`src/hdl/tdp_pkg.sv`:
```
// ----------------------------------------------------------------------------
// tdp_pkg: shared types for the trial-division prime tester
// Holds the status bundle that the bit-serial divider reports to the
// sequencer, and the fixed constants of the test.
// ----------------------------------------------------------------------------
package tdp_pkg;

    // The smallest prime, which is also the first divisor that is tried.
    localparam int FIRST_DIVISOR = 2;

    // Status of one finished division, as seen by the sequencer.
    typedef struct packed {
        logic done;        // one-cycle pulse after the last quotient bit
        logic rem_zero;    // the remainder is zero: the divisor divides exactly
        logic div_le_quo;  // divisor <= quotient, so the trial range goes on
    } div_status_t;

endpackage

```
`src/hdl/trial_division_prime_test_core.sv`:
```
// ----------------------------------------------------------------------------
// trial_division_prime_test_core: trial-division primality tester
// Tests one unsigned number per input beat by dividing it by 2, 3, 4, ...
// while the divisor does not exceed the quotient, and stops at the first
// exact divisor. Zero and one are reported as not prime.
//
// Usage:
//   Input channel s_*: one beat carries the candidate in s_tdata.
//   Output channel m_*: one beat per input, the candidate echoed in m_tdata
//   and the prime flag in m_tuser.
//   Each trial is one pass of the bit-serial divider. A number n is tried
//   against the divisors 2, 3, ... up to k, where k is its smallest factor,
//   or floor(sqrt(n)) + 1 for a prime. Zero and one skip the divider and
//   are flagged as not prime without any trial.
//   s_tready is high only while no test is running; it stays high while a
//   finished result waits in the output register, so the next test can start.
//   If the receiver stalls and the output register is still full when a
//   test ends, the block holds that result until the register frees up.
//   Reset (aresetn low, synchronous) drops any test in progress and clears
//   the output valid.
// ----------------------------------------------------------------------------
module trial_division_prime_test_core #(
    parameter int VALUE_WIDTH = 32
) (
    input  logic                                  aclk,
    input  logic                                  aresetn,
    // Input channel
    input  logic                                  s_tvalid,
    output logic                                  s_tready,
    input  logic [((VALUE_WIDTH + 7) / 8) * 8-1:0] s_tdata,  // [VALUE_WIDTH-1:0] candidate
    // Output channel
    output logic                                  m_tvalid,
    input  logic                                  m_tready,
    output logic [((VALUE_WIDTH + 7) / 8) * 8-1:0] m_tdata,  // [VALUE_WIDTH-1:0] tested_value
    output logic [0:0]                            m_tuser   // [0] prime_flag
);
    import tdp_pkg::*;

    localparam int DATA_W = ((VALUE_WIDTH + 7) / 8) * 8;

    typedef enum logic [1:0] {
        ST_IDLE,
        ST_TRIAL,
        ST_FINISH
    } state_t;

    state_t                 state_reg;
    logic                   start_reg;
    logic [VALUE_WIDTH-1:0] held_value_reg;
    logic [VALUE_WIDTH-1:0] trial_divisor_reg;
    logic                   prime_reg;
    logic                   m_tvalid_reg;
    logic [VALUE_WIDTH-1:0] out_value_reg;
    logic                   out_prime_reg;
    logic                   out_free;
    div_status_t            div_status;

    // Divider that tries one divisor per pass.
    tdp_divider #(
        .VALUE_WIDTH (VALUE_WIDTH)
    ) u_divider (
        .aclk       (aclk),
        .aresetn    (aresetn),
        .start_i    (start_reg),
        .dividend_i (held_value_reg),
        .divisor_i  (trial_divisor_reg),
        .status_o   (div_status)
    );

    assign out_free = !m_tvalid_reg || m_tready;

    // Sequencer: accept a beat, step the divisor, and hand off the result.
    always_ff @(posedge aclk) begin
        if (!aresetn) begin
            state_reg    <= ST_IDLE;
            start_reg    <= 1'b0;
            m_tvalid_reg <= 1'b0;
        end else begin
            start_reg <= 1'b0;
            if (m_tvalid_reg && m_tready) begin
                m_tvalid_reg <= 1'b0;
            end
            case (state_reg)
                ST_IDLE: begin
                    if (s_tvalid) begin
                        held_value_reg    <= s_tdata[VALUE_WIDTH-1:0];
                        trial_divisor_reg <= VALUE_WIDTH'(FIRST_DIVISOR);
                        if (s_tdata[VALUE_WIDTH-1:0] < VALUE_WIDTH'(FIRST_DIVISOR)) begin
                            prime_reg <= 1'b0;
                            state_reg <= ST_FINISH;
                        end else begin
                            start_reg <= 1'b1;
                            state_reg <= ST_TRIAL;
                        end
                    end
                end
                ST_TRIAL: begin
                    if (div_status.done) begin
                        if (!div_status.div_le_quo) begin
                            // The divisor passed the square root: no factor.
                            prime_reg <= 1'b1;
                            state_reg <= ST_FINISH;
                        end else if (div_status.rem_zero) begin
                            prime_reg <= 1'b0;
                            state_reg <= ST_FINISH;
                        end else begin
                            trial_divisor_reg <= trial_divisor_reg + VALUE_WIDTH'(1);
                            start_reg         <= 1'b1;
                        end
                    end
                end
                ST_FINISH: begin
                    if (out_free) begin
                        out_value_reg <= held_value_reg;
                        out_prime_reg <= prime_reg;
                        m_tvalid_reg  <= 1'b1;
                        state_reg     <= ST_IDLE;
                    end
                end
                default: begin
                    state_reg <= ST_IDLE;
                end
            endcase
        end
    end

    assign s_tready = (state_reg == ST_IDLE);
    assign m_tvalid = m_tvalid_reg;
    assign m_tdata  = DATA_W'(out_value_reg);
    assign m_tuser  = out_prime_reg;

endmodule

```
`src/hdl/tdp_divider.sv`:
```
// ----------------------------------------------------------------------------
// tdp_divider: bit-serial restoring divider
// Divides the dividend by the divisor one quotient bit per cycle, MSB first,
// and reports whether the remainder is zero and whether the divisor is not
// above the quotient. The divisor must stay stable while a division runs.
// ----------------------------------------------------------------------------
module tdp_divider #(
    parameter int VALUE_WIDTH = 32
) (
    input  logic                     aclk,
    input  logic                     aresetn,
    input  logic                     start_i,
    input  logic [VALUE_WIDTH-1:0]   dividend_i,
    input  logic [VALUE_WIDTH-1:0]   divisor_i,
    output tdp_pkg::div_status_t     status_o
);
    import tdp_pkg::*;

    localparam int CNT_W = $clog2(VALUE_WIDTH);

    logic                   running_reg, running_next;
    logic                   done_reg, done_next;
    logic [CNT_W-1:0]       cnt_reg, cnt_next;
    logic [VALUE_WIDTH-1:0] quo_reg, quo_next;
    logic [VALUE_WIDTH-1:0] rem_reg, rem_next;
    logic [VALUE_WIDTH:0]   trial;
    logic [VALUE_WIDTH:0]   diff;

    // One restoring step: bring down the next dividend bit and try a subtract.
    assign trial = {rem_reg, quo_reg[VALUE_WIDTH-1]};
    assign diff  = trial - {1'b0, divisor_i};

    always_comb begin
        running_next = running_reg;
        done_next    = 1'b0;
        cnt_next     = cnt_reg;
        quo_next     = quo_reg;
        rem_next     = rem_reg;
        if (start_i) begin
            // The quotient register starts out holding the dividend and fills
            // with quotient bits from the bottom as the dividend shifts out.
            running_next = 1'b1;
            cnt_next     = CNT_W'(VALUE_WIDTH - 1);
            quo_next     = dividend_i;
            rem_next     = '0;
        end else if (running_reg) begin
            if (diff[VALUE_WIDTH]) begin
                rem_next = trial[VALUE_WIDTH-1:0];
                quo_next = {quo_reg[VALUE_WIDTH-2:0], 1'b0};
            end else begin
                rem_next = diff[VALUE_WIDTH-1:0];
                quo_next = {quo_reg[VALUE_WIDTH-2:0], 1'b1};
            end
            cnt_next = cnt_reg - CNT_W'(1);
            if (cnt_reg == '0) begin
                running_next = 1'b0;
                done_next    = 1'b1;
            end
        end
    end

    always_ff @(posedge aclk) begin
        if (!aresetn) begin
            running_reg <= 1'b0;
            done_reg    <= 1'b0;
            cnt_reg     <= '0;
        end else begin
            running_reg <= running_next;
            done_reg    <= done_next;
            cnt_reg     <= cnt_next;
        end
        quo_reg <= quo_next;
        rem_reg <= rem_next;
    end

    // Results are read straight from the registers once done pulses.
    assign status_o.done       = done_reg;
    assign status_o.rem_zero   = (rem_reg == '0);
    assign status_o.div_le_quo = (divisor_i <= quo_reg);

endmodule

```
`config.mk`:
```
export PLATFORM = sky130hd
export DESIGN_NAME = trial_division_prime_test_core
export DESIGN_NICKNAME = d
export VERILOG_FILES = /design/src/hdl/tdp_pkg.sv /design/src/hdl/trial_division_prime_test_core.sv /design/src/hdl/tdp_divider.sv
export SDC_FILE = /design/constraint.sdc
export NUM_CORES = 1
export LEC_CHECK = 0
export BUFFER_PORTS_ARGS = -buffer_cell sky130_fd_sc_hd__buf_2
export CORE_ASPECT_RATIO = 0.9
export CORE_MARGIN = 2
export CORE_UTILIZATION = 30
export DETAILED_ROUTE_END_ITERATION = 8
export GPL_TIMING_DRIVEN = 0
export SYNTH_ARGS = -nofsm -noshare
export SYNTH_HDL_FRONTEND = slang
export SYNTH_SLANG_ARGS = --single-unit
```
`constraint.sdc`:
```
create_clock -name aclk -period 3.8 [get_ports aclk]
set_input_delay 0.57 -clock aclk [delete_from_list [all_inputs] [get_ports aclk]]
set_output_delay 0.57 -clock aclk [all_outputs]
set_load 0.005 [all_outputs]
```
==> impl.org <==
** Outcome
- The flow ran to the end, and the final reports show no timing, DRC or antenna violations.

** Logic synthesis
- Synth Net Count :: 1,118
- The Yosys step of the flow raised 0 warnings.
- In the synthesized netlist, the number of instances is 1,014.
- After synthesis, the netlist uses 78 different library cells.
- Register area share after synthesis :: 47.53%
- In the synthesized netlist the async set-or-reset flop fraction comes to 0%.
- The most used flip-flop cell after synthesis is sky130_fd_sc_hd__edfxtp_1.
- After synthesis the netlist holds a flip-flop and latch count of 173.
- Summing every instance area after synthesis gives 10,020 um^2.
- Number of flops mapped to enable cells by yosys :: 130
- In this run the mean area of a mapped cell was 9.885 um^2.

** Critical path
- Together, buffers and inverters on the worst path number 1.
- The startpoint identified for the worst register-to-register timing path is trial_divisor_reg[0]$_SDFFCE_PN0P_.
- The worst setup path is launched from a flop.
- End of the worst register-to-register path :: u_divider.quo_reg[0]$_DFFE_PP_
- Peak per-stage delay on the critical path :: 0.51 ns
- On the critical path, the stage with the largest delay is an instance of sky130_fd_sc_hd__edfxtp_1.
- Worst Path Required :: 3.95 ns
- Max FO, Critical Path :: 10
- The critical path is of the reg -> reg type.
- Data on the critical path arrives at its endpoint at 3.78 ns.
- Register-to-register setup slack :: 0.17 ns
- Series of cell instances along the critical path :: ha_1 > fa_1 > nand2b_1 > a21o_1 > a31oi_2 > a21o_1 > a21oi_4 > mux2i_4 > buf_6 > nor2_1 > o21ai_0
- R2r worst-path depth :: 11
- The cell that appears most often on the critical path is sky130_fd_sc_hd__a21o_1.
- Among cell families on the critical path, the largest total delay comes from compound AO/OA/AOI/OAI gates.
- Crit. End Element :: flop

** Run
- The tool flagged a number of max-cap violations equal to 0.

** Placed design
- Post-detailed-placement half-perimeter wirelength :: 19,920 um
- Final estimated routing congestion in global placement :: 0.8631
- Buffers placed on the I/O ports in this run total 70.

** Min path
- The tightest min-delay check is of the in -> reg type.
- The startpoint identified for the worst hold timing path is s_tdata[0].
- End point of the most critical hold path :: held_value_reg[0]$_DFFE_PP_
- Worst hold path stage count :: 1

** Timing
- Final count of pins violating max slew :: 0
- After routing, the total negative slack on setup checks comes to 0 ns.
- Tightest Pin Transition :: 0.8759 ns
- Of the available clock period, the critical path in the final layout requires 95.46%.
- Final hold vios :: 0
- Setup violations remaining at the end of the flow were counted as 0.
- Headroom to the max-slew limit came out at 41.40%.
- Worst clock skew on the final layout :: 0.01336 ns
- For this run, the top clock speed supported by timing is 275.7 MHz.
- Setup repair after global routing left no endpoint under its margin.
- Final min period :: 3.627 ns

** Detailed routing
- Final antenna-violating net count :: 0
- The first TritonRoute pass finished after 5 iterations.
- Post-Route WL :: 26,340 um
- The first routing iteration left 646 violations.
- The routed layout has 8,036 vias.
- Routed length per placed instance :: 17.13 um
- In the routed design, unresolved DRC markers number 0.
- Vias per std cell :: 5.225

** Floorplan
- Core area :: 32,950 um^2
- For this design the top-level I/O count stands at 71.
- In this run the vertical extent of the chip is 177.4 um.
- Width of the die :: 196.7 um
- Initial core utilization :: 30.42%
- Floorplan die area :: 34,890 um^2
- Site row count :: 63

** Layout
- Count of inserted antenna diode cells :: 0
- Area of the multi-input gates :: 4770 um^2
- Once layout is complete, the utilization of the core stands at 34.86%.
- FF+latch area :: 4765 um^2
- Leaving out fill and tap cells, the most frequent cell in the layout is sky130_fd_sc_hd__edfxtp_1.
- Layout-stage area growth over the synthesis result :: 14.58%
- Fill cells in the final layout number 3,322.
- Post-layout nets :: 1,207
- Cells with a size suffix above 1 make up 12.37% of the layout.
- Leaving out fill and tap cells, the most frequent cells in the layout are sky130_fd_sc_hd__edfxtp_1, sky130_fd_sc_hd__nor2_1, sky130_fd_sc_hd__nand2_1, sky130_fd_sc_hd__inv_1, sky130_fd_sc_hd__buf_2.

** CTS
- TritonCTS buffer count :: 17
- Clock edge transition at the registers on the reported setup and hold paths :: 0.07 ns
- Number of levels in the clock H-tree :: 4
- Number of buffers added for setup after CTS :: 0
- Clock insertion delay at the later pin of the skew report :: 0.44 ns
- In this run the deepest clock path goes through 2 buffers.
- CTS sink count :: 173
- The root buffer cell chosen for the clock tree is sky130_fd_sc_hd__clkbuf_16.
- TritonCTS clock tree :: built

** Pwr
- Power per cell area :: 669.4 nW/um^2
- Across the VDD grid, the largest voltage drop is 0.4010 mV.
- Static Leakage :: 4.432 nW
- Summing internal, switching and leakage power gives 0.007688 W.

** Global routing
- Antenna violations before repair :: 0
- The first global-routing pass estimated 41,460 um of wire.
- In the global route stage, overall resource usage came out at 15.15%.
- Total global routing overflow :: 0
- Entering global routing, the biggest net connects 34 pins.
- Vias in the first global route :: 7,590
## how the worst max path moves through the flow
stage                                             start                                 end  slack [ns]  cells past startpoint
floorplan           trial_divisor_reg[17]$_SDFFCE_PN0P_  trial_divisor_reg[0]$_SDFFCE_PN0P_        0.91                      9
global placement        u_divider.quo_reg[31]$_DFFE_PP_  trial_divisor_reg[4]$_SDFFCE_PN0P_        0.13                      8
detailed placement      u_divider.quo_reg[31]$_DFFE_PP_  trial_divisor_reg[4]$_SDFFCE_PN0P_        0.15                      8
CTS                     u_divider.quo_reg[31]$_DFFE_PP_  trial_divisor_reg[4]$_SDFFCE_PN0P_        0.13                      8
global route            u_divider.quo_reg[31]$_DFFE_PP_  trial_divisor_reg[4]$_SDFFCE_PN0P_        0.05                      8
finish               trial_divisor_reg[0]$_SDFFCE_PN0P_      u_divider.quo_reg[0]$_DFFE_PP_        0.17                     11
## cell type report
type,count,area share (%)
clock inverters,13,1.242
flip-flops and latches,173,41.49
repair buffers,70,3.050
clock buffers,19,3.769
multi-input cells,718,41.53
plain buffers,43,1.710
inverters,80,2.615
well taps,422,4.597
## layer usage
metal	track usage (%)	wire length, um
met4	3.509	351
met2	22.59	11330
met5	0	0
met3	2.775	1547
met1	22.60	13110
## synthesized netlist by cell type (3+ instances only)
cell type                  count  share of area [%]
sky130_fd_sc_hd__inv_1        80                3.0
sky130_fd_sc_hd__a31oi_1       4               0.25
sky130_fd_sc_hd__or2_2         5               0.31
sky130_fd_sc_hd__a21oi_1      43                2.1
sky130_fd_sc_hd__o311a_1      18                1.8
sky130_fd_sc_hd__nand2_1      94                3.5
sky130_fd_sc_hd__and2_1        3               0.19
sky130_fd_sc_hd__nand2b_1     12               0.75
sky130_fd_sc_hd__nor4_1       25                1.6
sky130_fd_sc_hd__buf_1         4               0.15
sky130_fd_sc_hd__clkbuf_1     27                1.0
sky130_fd_sc_hd__xor2_1        7               0.61
sky130_fd_sc_hd__nor2_1       96                3.6
sky130_fd_sc_hd__ha_1         67                8.4
sky130_fd_sc_hd__dfxtp_1      43                8.6
sky130_fd_sc_hd__nand4_1      20                1.2
sky130_fd_sc_hd__nand3_1      21                1.0
sky130_fd_sc_hd__a221o_1       3               0.30
sky130_fd_sc_hd__o211ai_1     19                1.4
sky130_fd_sc_hd__or3_1         9               0.56
sky130_fd_sc_hd__xnor2_1      44                3.8
sky130_fd_sc_hd__a211oi_1     12               0.90
sky130_fd_sc_hd__buf_2         7               0.35
sky130_fd_sc_hd__nor3_1       24                1.2
sky130_fd_sc_hd__o221ai_1      4               0.35
sky130_fd_sc_hd__a21o_1       23                1.7
sky130_fd_sc_hd__a211o_1       3               0.26
sky130_fd_sc_hd__o21bai_1      5               0.37
sky130_fd_sc_hd__o21ai_0      67                3.3
sky130_fd_sc_hd__o21a_1        7               0.52
sky130_fd_sc_hd__buf_4         3               0.22
sky130_fd_sc_hd__o21ai_1       3               0.15
sky130_fd_sc_hd__o41ai_1       3               0.26
sky130_fd_sc_hd__a21boi_0      7               0.52
sky130_fd_sc_hd__edfxtp_1    130                 39
sky130_fd_sc_hd__nor2b_1       4               0.25
sky130_fd_sc_hd__and3_1       14               0.87
## stage by stage
step | instances | instance area (um^2) | worst slack, ns | hold WS [ns]
CTS | 1538 | 11480 | 0.1261 | 0.2961
detailed placement | 1506 | 10910 | 0.1476 | 0.4108
floorplan | 1014 | 10020 | 0.9064 | 0.4003
global route | 1538 | 11480 | 0.05351 | 0.2979
global placement | 1506 | 10900 | 0.1321 | 0.4155
finish | 1538 | 11480 | 0.1726 | 0.3120
## timing repair
| action | 4_1_cts | 5_1_grt |
|---|---|---|
| resized for setup | 0 | 1 |
| endpoints found under the setup margin | 0 | 32 |
| hold buffers | 0 | 0 |
## logic make-up (layout without fill, tap and decap cells)
| logic type | after synthesis | after routing | share of synthesized area [%] |
|---|---|---|---|
| AO/OA/AOI/OAI | 250 | 250 | 17.15 |
| XOR/XNOR | 51 | 51 | 4.456 |
| adder cells (fa/ha/maj) | 68 | 68 | 8.563 |
| buffers and inverters | 123 | 225 | 4.956 |
| flip-flops | 173 | 173 | 47.53 |
| multiplexers | 5 | 5 | 0.6990 |
| AND/OR/NAND/NOR | 344 | 344 | 16.64 |
## power by group
group | internal, W | switching [W] | leakage, nW
clock network | 0.000970 | 0.000758 | 0.263
logic | 0.00126 | 0.00203 | 2.60
registers | 0.00239 | 0.000285 | 1.57
(Power assumes the default switching activity.)
